**src/rtl/core/open_address_hash_table_assert.svh**
```systemverilog
// ----------------------------------------------------------------------------
// open_address_hash_table_assert
// assertion macros used by the hash table controller, clocked on clk_i with reset
// ----------------------------------------------------------------------------
`ifndef OPEN_ADDRESS_HASH_TABLE_ASSERT_SVH
`define OPEN_ADDRESS_HASH_TABLE_ASSERT_SVH

// property must hold at every clock edge outside reset
`define OAHT_ASSERT(name, prop, msg) \
  name: assert property (@(posedge clk_i) disable iff (!rst_ni) (prop)) else $error(msg);

// condition must never be true outside reset
`define OAHT_ASSERT_NEVER(name, cond, msg) \
  name: assert property (@(posedge clk_i) disable iff (!rst_ni) !(cond)) else $error(msg);

`endif

```
**src/rtl/core/oaht_pkg.sv**
```systemverilog
// ----------------------------------------------------------------------------
// oaht_pkg
// types and constants of the open address hash table
// ----------------------------------------------------------------------------
`timescale 1ns / 1ps

package oaht_pkg;

  // multiplicative hash constants for the two coordinates
  localparam logic [31:0] HASH_MUL_X = 32'h9E3779B9;
  localparam logic [31:0] HASH_MUL_Y = 32'h85EBCA6B;

  // request codes
  typedef enum logic [1:0] {
    REQ_LOOKUP = 2'd0,
    REQ_INSERT = 2'd1,
    REQ_DELETE = 2'd2
  } req_e;

  // slot occupancy codes
  typedef enum logic [1:0] {
    OCC_EMPTY = 2'd0,
    OCC_USED  = 2'd1,
    OCC_TOMB  = 2'd2
  } occ_e;

  // response status codes
  typedef enum logic [1:0] {
    STATUS_OK     = 2'd0,
    STATUS_ABSENT = 2'd1,
    STATUS_FULL   = 2'd2
  } status_e;

  // controller states
  typedef enum logic [2:0] {
    S_CLEAR,
    S_IDLE,
    S_HASH,
    S_READ,
    S_EVAL,
    S_DONE
  } state_e;

  // request transaction payload
  typedef struct packed {
    logic [1:0]          req_type;
    logic signed [15:0]  key_x;
    logic signed [15:0]  key_y;
    logic [15:0]         new_value;
  } req_t;

  // response transaction payload
  typedef struct packed {
    logic [1:0]  status;
    logic [15:0] found_value;
  } rsp_t;

  // one stored slot entry
  typedef struct packed {
    logic [15:0] key_x;
    logic [15:0] key_y;
    logic [15:0] value;
  } entry_t;

  // controller to datapath commands
  typedef struct packed {
    logic       clear_en;
    logic       load_req;
    logic       start_probe;
    logic       read_slot;
    logic       advance;
    logic       note_tomb;
    logic       wr_tomb;
    logic       wr_update;
    logic       wr_fill;
    logic       res_load;
    logic [1:0] res_status;
    logic       res_hit;
    logic       out_load;
  } cmd_t;

  // datapath to controller status
  typedef struct packed {
    logic [1:0] op;
    logic       occ_empty;
    logic       occ_tomb;
    logic       key_match;
    logic       last_probe;
    logic       have_tomb;
    logic       clear_last;
  } sts_t;

endpackage

```
**src/rtl/core/oaht_ctrl.sv**
```systemverilog
// ----------------------------------------------------------------------------
// oaht_ctrl
// state machine sequencing memory clear, hashing, probing and response
// ----------------------------------------------------------------------------
`timescale 1ns / 1ps
`include "open_address_hash_table_assert.svh"

module oaht_ctrl import oaht_pkg::*; (
  input  logic  clk_i,
  input  logic  rst_ni,
  input  logic  in_valid_i,
  output logic  in_ready_o,
  output logic  out_valid_o,
  input  logic  out_ready_i,
  input  sts_t  sts_i,
  output cmd_t  cmd_o
);

  state_e state_q, state_d;
  logic   out_valid_q;
  logic   op_valid, probe_more;

  // keep probing a valid request while the slot neither ends nor answers it and the pass is not complete
  always_comb begin
    case (req_e'(sts_i.op))
      REQ_LOOKUP, REQ_INSERT, REQ_DELETE: op_valid = 1'b1;
      default:                            op_valid = 1'b0;
    endcase
  end

  assign probe_more = op_valid && !sts_i.key_match && !sts_i.occ_empty && !sts_i.last_probe;

  // state register
  always_ff @(posedge clk_i or negedge rst_ni) begin
    if (!rst_ni) begin
      state_q <= S_CLEAR;
    end else begin
      state_q <= state_d;
    end
  end

  // next state
  always_comb begin
    state_d = state_q;
    case (state_q)
      S_CLEAR: if (sts_i.clear_last) state_d = S_IDLE;
      S_IDLE:  if (in_valid_i) state_d = S_HASH;
      S_HASH:  state_d = S_READ;
      S_READ:  state_d = S_EVAL;
      S_EVAL:  state_d = probe_more ? S_READ : S_DONE;
      S_DONE:  if (!out_valid_q || out_ready_i) state_d = S_IDLE;
      default: state_d = S_CLEAR;
    endcase
  end

  // command outputs
  always_comb begin
    cmd_o            = '0;
    cmd_o.res_status = STATUS_ABSENT;
    in_ready_o       = 1'b0;
    case (state_q)
      S_CLEAR: cmd_o.clear_en = 1'b1;
      S_IDLE: begin
        in_ready_o     = 1'b1;
        cmd_o.load_req = in_valid_i;
      end
      S_HASH: cmd_o.start_probe = 1'b1;
      S_READ: cmd_o.read_slot = 1'b1;
      S_EVAL: begin
        if (probe_more) begin
          cmd_o.advance   = 1'b1;
          cmd_o.note_tomb = (req_e'(sts_i.op) == REQ_INSERT) && sts_i.occ_tomb;
        end else begin
          cmd_o.res_load = 1'b1;
          case (req_e'(sts_i.op))
            REQ_LOOKUP: begin
              if (sts_i.key_match) begin
                cmd_o.res_status = STATUS_OK;
                cmd_o.res_hit    = 1'b1;
              end
            end
            REQ_DELETE: begin
              if (sts_i.key_match) begin
                cmd_o.res_status = STATUS_OK;
                cmd_o.wr_tomb    = 1'b1;
              end
            end
            REQ_INSERT: begin
              if (sts_i.key_match) begin
                cmd_o.res_status = STATUS_OK;
                cmd_o.wr_update  = 1'b1;
              end else if (sts_i.occ_empty || sts_i.have_tomb || sts_i.occ_tomb) begin
                cmd_o.res_status = STATUS_OK;
                cmd_o.wr_fill    = 1'b1;
              end else begin
                cmd_o.res_status = STATUS_FULL;
              end
            end
            default: cmd_o.res_status = STATUS_ABSENT;
          endcase
        end
      end
      S_DONE: cmd_o.out_load = !out_valid_q || out_ready_i;
      default: cmd_o = '0;
    endcase
  end

  // response valid flag
  always_ff @(posedge clk_i or negedge rst_ni) begin
    if (!rst_ni) begin
      out_valid_q <= 1'b0;
    end else if (cmd_o.out_load) begin
      out_valid_q <= 1'b1;
    end else if (out_ready_i) begin
      out_valid_q <= 1'b0;
    end
  end

  assign out_valid_o = out_valid_q;

  // checks
  `OAHT_ASSERT(a_write_only_at_eval, (cmd_o.wr_tomb || cmd_o.wr_update || cmd_o.wr_fill) |-> (state_q == S_EVAL), "slot write outside evaluation")
  `OAHT_ASSERT(a_single_write, $onehot0({cmd_o.wr_tomb, cmd_o.wr_update, cmd_o.wr_fill}), "more than one slot write at once")
  `OAHT_ASSERT_NEVER(a_advance_past_end, cmd_o.advance && sts_i.last_probe, "probe advanced past a full pass")
  `OAHT_ASSERT(a_out_load_valid, cmd_o.out_load |=> out_valid_q, "response load did not raise valid")
  `OAHT_ASSERT(a_accept_to_hash, (in_valid_i && in_ready_o) |=> (state_q == S_HASH), "accepted request did not start hashing")

endmodule

```
**config.mk**
```make
export PLATFORM = sky130hd
export DESIGN_NAME = oaht_ctrl
export DESIGN_NICKNAME = d
export VERILOG_FILES = /design/src/rtl/core/oaht_pkg.sv /design/src/rtl/core/oaht_ctrl.sv
export VERILOG_INCLUDE_DIRS = /design/src /design/src/rtl/core
export SDC_FILE = /design/constraint.sdc
export NUM_CORES = 1
export LEC_CHECK = 0
export BUFFER_PORTS_ARGS = -buffer_cell sky130_fd_sc_hd__buf_2
export CAP_MARGIN = 20
export CORE_AREA = 2 2 39 41
export DETAILED_ROUTE_END_ITERATION = 8
export DIE_AREA = 0 0 41 43
export GPL_TIMING_DRIVEN = 0
export SETUP_SLACK_MARGIN = 0.5
export SLEW_MARGIN = 20
export SYNTH_ARGS = -nofsm -noshare
export SYNTH_HDL_FRONTEND = slang
export SYNTH_SLANG_ARGS = --single-unit
```
**constraint.sdc**
```tcl
create_clock -name clk_i -period 4.8 [get_ports clk_i]
set_clock_uncertainty 0.05 [all_clocks]
set_input_delay 0.96 -clock clk_i [delete_from_list [all_inputs] [get_ports clk_i]]
set_output_delay 0.96 -clock clk_i [all_outputs]
set_load 0.1 [all_outputs]
```
Word-level counts from Yosys, hierarchy flattened

Cells that the tools add are included.

Word-level logic and storage cells: 57
Input bits: 12
Output and inout port bits: 16
Register bits after elaboration: 4

Equal/unequal tests: 10
Reduce and logical (&&, ||, !) cells: 17
Multiplexer cells: 28

Operator list:

| kind               | count |
|---|---|
| $pmux 3 s6         | 1 |
| $pmux 9 s2         | 1 |
| $mux 1             | 15 |
| $mux 3             | 4 |
| $mux 2             | 5 |
| $mux 7             | 1 |
| $eq 3x2->1 const B | 2 |
| $eq 3x3->1 const B | 2 |
| $ne 2x2->1 const B | 3 |
| $pmux 2 s3         | 1 |
| $reduce_or 5->1    | 1 |
| $logic_and 1x1->1  | 4 |
| $logic_not 1->1    | 4 |
| $eq 3x1->1 const B | 1 |
| $logic_not 3->1    | 1 |
| $logic_or 1x1->1   | 3 |
| $reduce_and 3->1   | 1 |
| $reduce_or 3->1    | 1 |
| $eq 2x1->1 const B | 1 |
| $eq 2x2->1 const B | 1 |
| $logic_not 2->1    | 1 |
| $reduce_bool 2->1  | 1 |

Logic depth before layout (Yosys ltp)

Word-level depth: 8
Gate-level depth with buffers: 4
Depth with buffers taken out: 3

Worst setup path after synthesis

No wires, ideal clock.

Path kind: reg-to-output
Start: reg state_q[2]
End: out cmd_o[12] (netlist bit)
Cell stages (with the launch flop): 4
Slack: 80 ps
Buffers on the path: 1
Arrival time: 3710 ps
Data required time: 3790 ps
Cell sequence: dfrtp_1 buf_4 nor3b_1 and2_1

RTL lines:

| item                     | RTL line        | source |
|---|---|---|
| start: declaration       | oaht_ctrl.sv:19 | `state_e state_q, state_d;` |
| start signal: assignment | oaht_ctrl.sv:38 | `state_q <= state_d;` |
| end: declaration         | oaht_ctrl.sv:16 | `output cmd_t cmd_o` |

==> run_results.csv <==
group,metric,value,unit
worst_setup_path,cp-end-kind,"output pin",
die,coreArea,1380,um2
clock_tree,root_buffer,"clkbuf_4",
global_routing,grt_use_met2,16.9,%
layout,drive_gt1_share,52.7,%
layout,fin_nets,88,
global_routing,use_met3,1.57,%
clock_tree,cts_resized,0,
die,fp.dieArea,1760,um2
clock_tree,post_cts_buffers,0,
run,drv_cap,0,
clock_tree,cts_hold_buf,0,
worst_setup_path,critical_path_required,3.79,ns
clock_tree,cts_tree,"built",
layout,syn_to_final_growth,46.5,%
route,postRouteAntennaNets,0,
layout,antenna_cells,0,
clock_tree,clock_path_buffers,2,
synth,yosysTopAreaCellShare,25.5,%
synth,synth_area_leaders,"dfrtp_1 25%, nand2b_1 8.0%, a2111oi_4 7.0%, nor4b_4 6.1%, nor3b_1 5.7%",
timing,post-route-min-period,3.32,ns
synth,synthCells,44,
global_routing,grt_use_total,11.9,%
place,gp_congestion,0.623,
worst_setup_path,cpMaxStageDelayCell,"a2111oi_4",
timing,hold_viol,0,
timing,slew_viol_final,0,
place,placed_cells,87,
timing,worst_pin_slew,0.518,ns
global_routing,antenna_found_initial,0,
worst_setup_path,cp_max_fo,6,
synth,synth_top_area_cell,"dfrtp_1",
clock_tree,cts_buffers,3,
timing,tns,0,ns
die,dieHeight,43,um
timing,rsz0062_at_grt,"false",
worst_setup_path,slowest_delay,0.54,ns
global_routing,grt_max_degree,11,
synth,postSynth.topFlopCell,"dfrtp_1",
timing,period_share,69.2,%
synth,ys_async_sr_fraction,100,%
worst_setup_path,startpoint_type,"input pin",
synth,ys_warn_count,0,
hold_path,hold_path_class,"reg -> reg",
clock_tree,cts.reportedPaths.clkPinSlew,0.04,ns
status,status,"finished clean",
synth,ys_types,25,
synth,synth_nets,56,
global_routing,grt_pass1_wl,1470,um
route,wirelength,908,um
synth,synth_common_cells,"5 x nand2b_1, 5 x nor2_1, 4 x dfrtp_1",
die,start_util,28.4,%
synth,synth_area,393,um2
die,std_cell_rows,14,
synth,ys_seq_elements,4,
worst_setup_path,critPathBufInv,2,
route,via_count,416,
clock_tree,clk_latency,0.23,ns
die,ios,28,
worst_setup_path,path_class,"in -> out",
timing,slew_headroom,65.4,%
synth,synth.avg_cell_area,8.93,um2
worst_setup_path,crit_chain,"buf_2 > a2111oi_4 > a211oi_1 > o21ai_1 > buf_2",
place,dp_hpwl,720,um
worst_setup_path,crit_family,"compound AO/OA/AOI/OAI gates",
synth,synth-seq-area-share,25.5,%
layout,nFillCells,151,
worst_setup_path,crit_top_cell,"buf_2",
global_routing,top_usage_layer,"met2",
place,io_buffers,27,
route,drt-initial-drc-count,3,
route,first_pass_iters,4,
global_routing,grt_pass1_vias,361,
route,wl_per_cell,10.1,um
clock_tree,cts.sinks,4,
timing,setup_viol,0,
timing,max_freq,0.301,GHz
synth,synth_edf_count,0,
global_routing,grt-ovfl-total,0,
layout,stdcell_count,90,
die,die_width,41,um
global_routing,use_met1,16.0,%
route,vias_per_cell,4.62,
route,drc,0,
clock_tree,htree_num_levels,1,
worst_setup_path,crit_arrival,2.31,ns
==> cell type report <==
class,count,area (um2),share of cell area (%)
clock buffer,3,22.5,3.91
buffer,2,18.8,3.26
timing repair buffer,27,135,23.5
sequential,4,100,17.4
multi-input combinational,36,272,47.2
inverter,2,7.51,1.30
tap,16,20.0,3.48
==> worst min-delay path: stages (launching register included) <==
cell	delay, ns
dfrtp_1	0.33
nand2b_1	0.08
nand2_1	0.06
==> worst paths after layout <==
kind	from	endpoint	slack, ns	cells past startpoint
worst max-delay path	sts_i[3]	cmd_o[2]	1.48	5
worst min-delay path	out_valid_o$_DFFE_PN0P_	out_valid_o$_DFFE_PN0P_	0.46	2
worst max register to register	state_q[2]$_DFFE_PN0P_	state_q[1]$_DFFE_PN0P_	3.46	4
worst min register to register	out_valid_o$_DFFE_PN0P_	out_valid_o$_DFFE_PN0P_	0.46	2
max in group asynchronous	rst_ni	state_q[1]$_DFFE_PN0P_	4.10	1
min in group asynchronous	rst_ni	state_q[2]$_DFFE_PN0P_	0.48	1
==> per-layer routing <==
| metal | up-vias | routed length (um) |
|---|---|---|
| met2 | 21 | 417 |
| met4 | 0 | 0 |
| met3 | 0 | 80 |
| met1 | 178 | 410 |
| li1 | 217 | - |
| met5 | - | 0 |
==> state kept, by name, indices dropped and copies added, names as in the netlist <==
| signal | cells |
|---|---|
| state_q | 3 |
| out_valid_o | 1 |
==> placed cells by master (no fill, tap or decap), drive strengths merged, types with 2 or more instances in the layout <==
cell    instances
buf            29
nand2           2
dfrtp           4
o21ai           2
clkbuf          3
nor3            2
nor2            5
and2            2
nor3b           3
inv             2
nand2b          5
or3             2
==> logic make-up after synthesis <==
kind of cell	share of synthesized area (%)
and+or+nand+nor	50.6
buffers and inverters	6.69
AOI/OAI and AO/OA	17.2
DFF	25.5
==> metrics by stage <==
stage	instance area (um2)	hold WS, ns	util (%)	worst slack (ns)
final	576	0.460	41.6	1.48
after detailed placement	553	0.460	40.0	1.48
after CTS	576	0.467	41.6	1.47
after global placement	553	0.445	40.0	1.47
after global routing	576	0.470	41.6	1.38
after floorplan	398	0.523	-	0.539
Power is left out: the tool's default activity adds up to more than one toggle a clock period on the data nets, which glitch-free logic cannot reach.
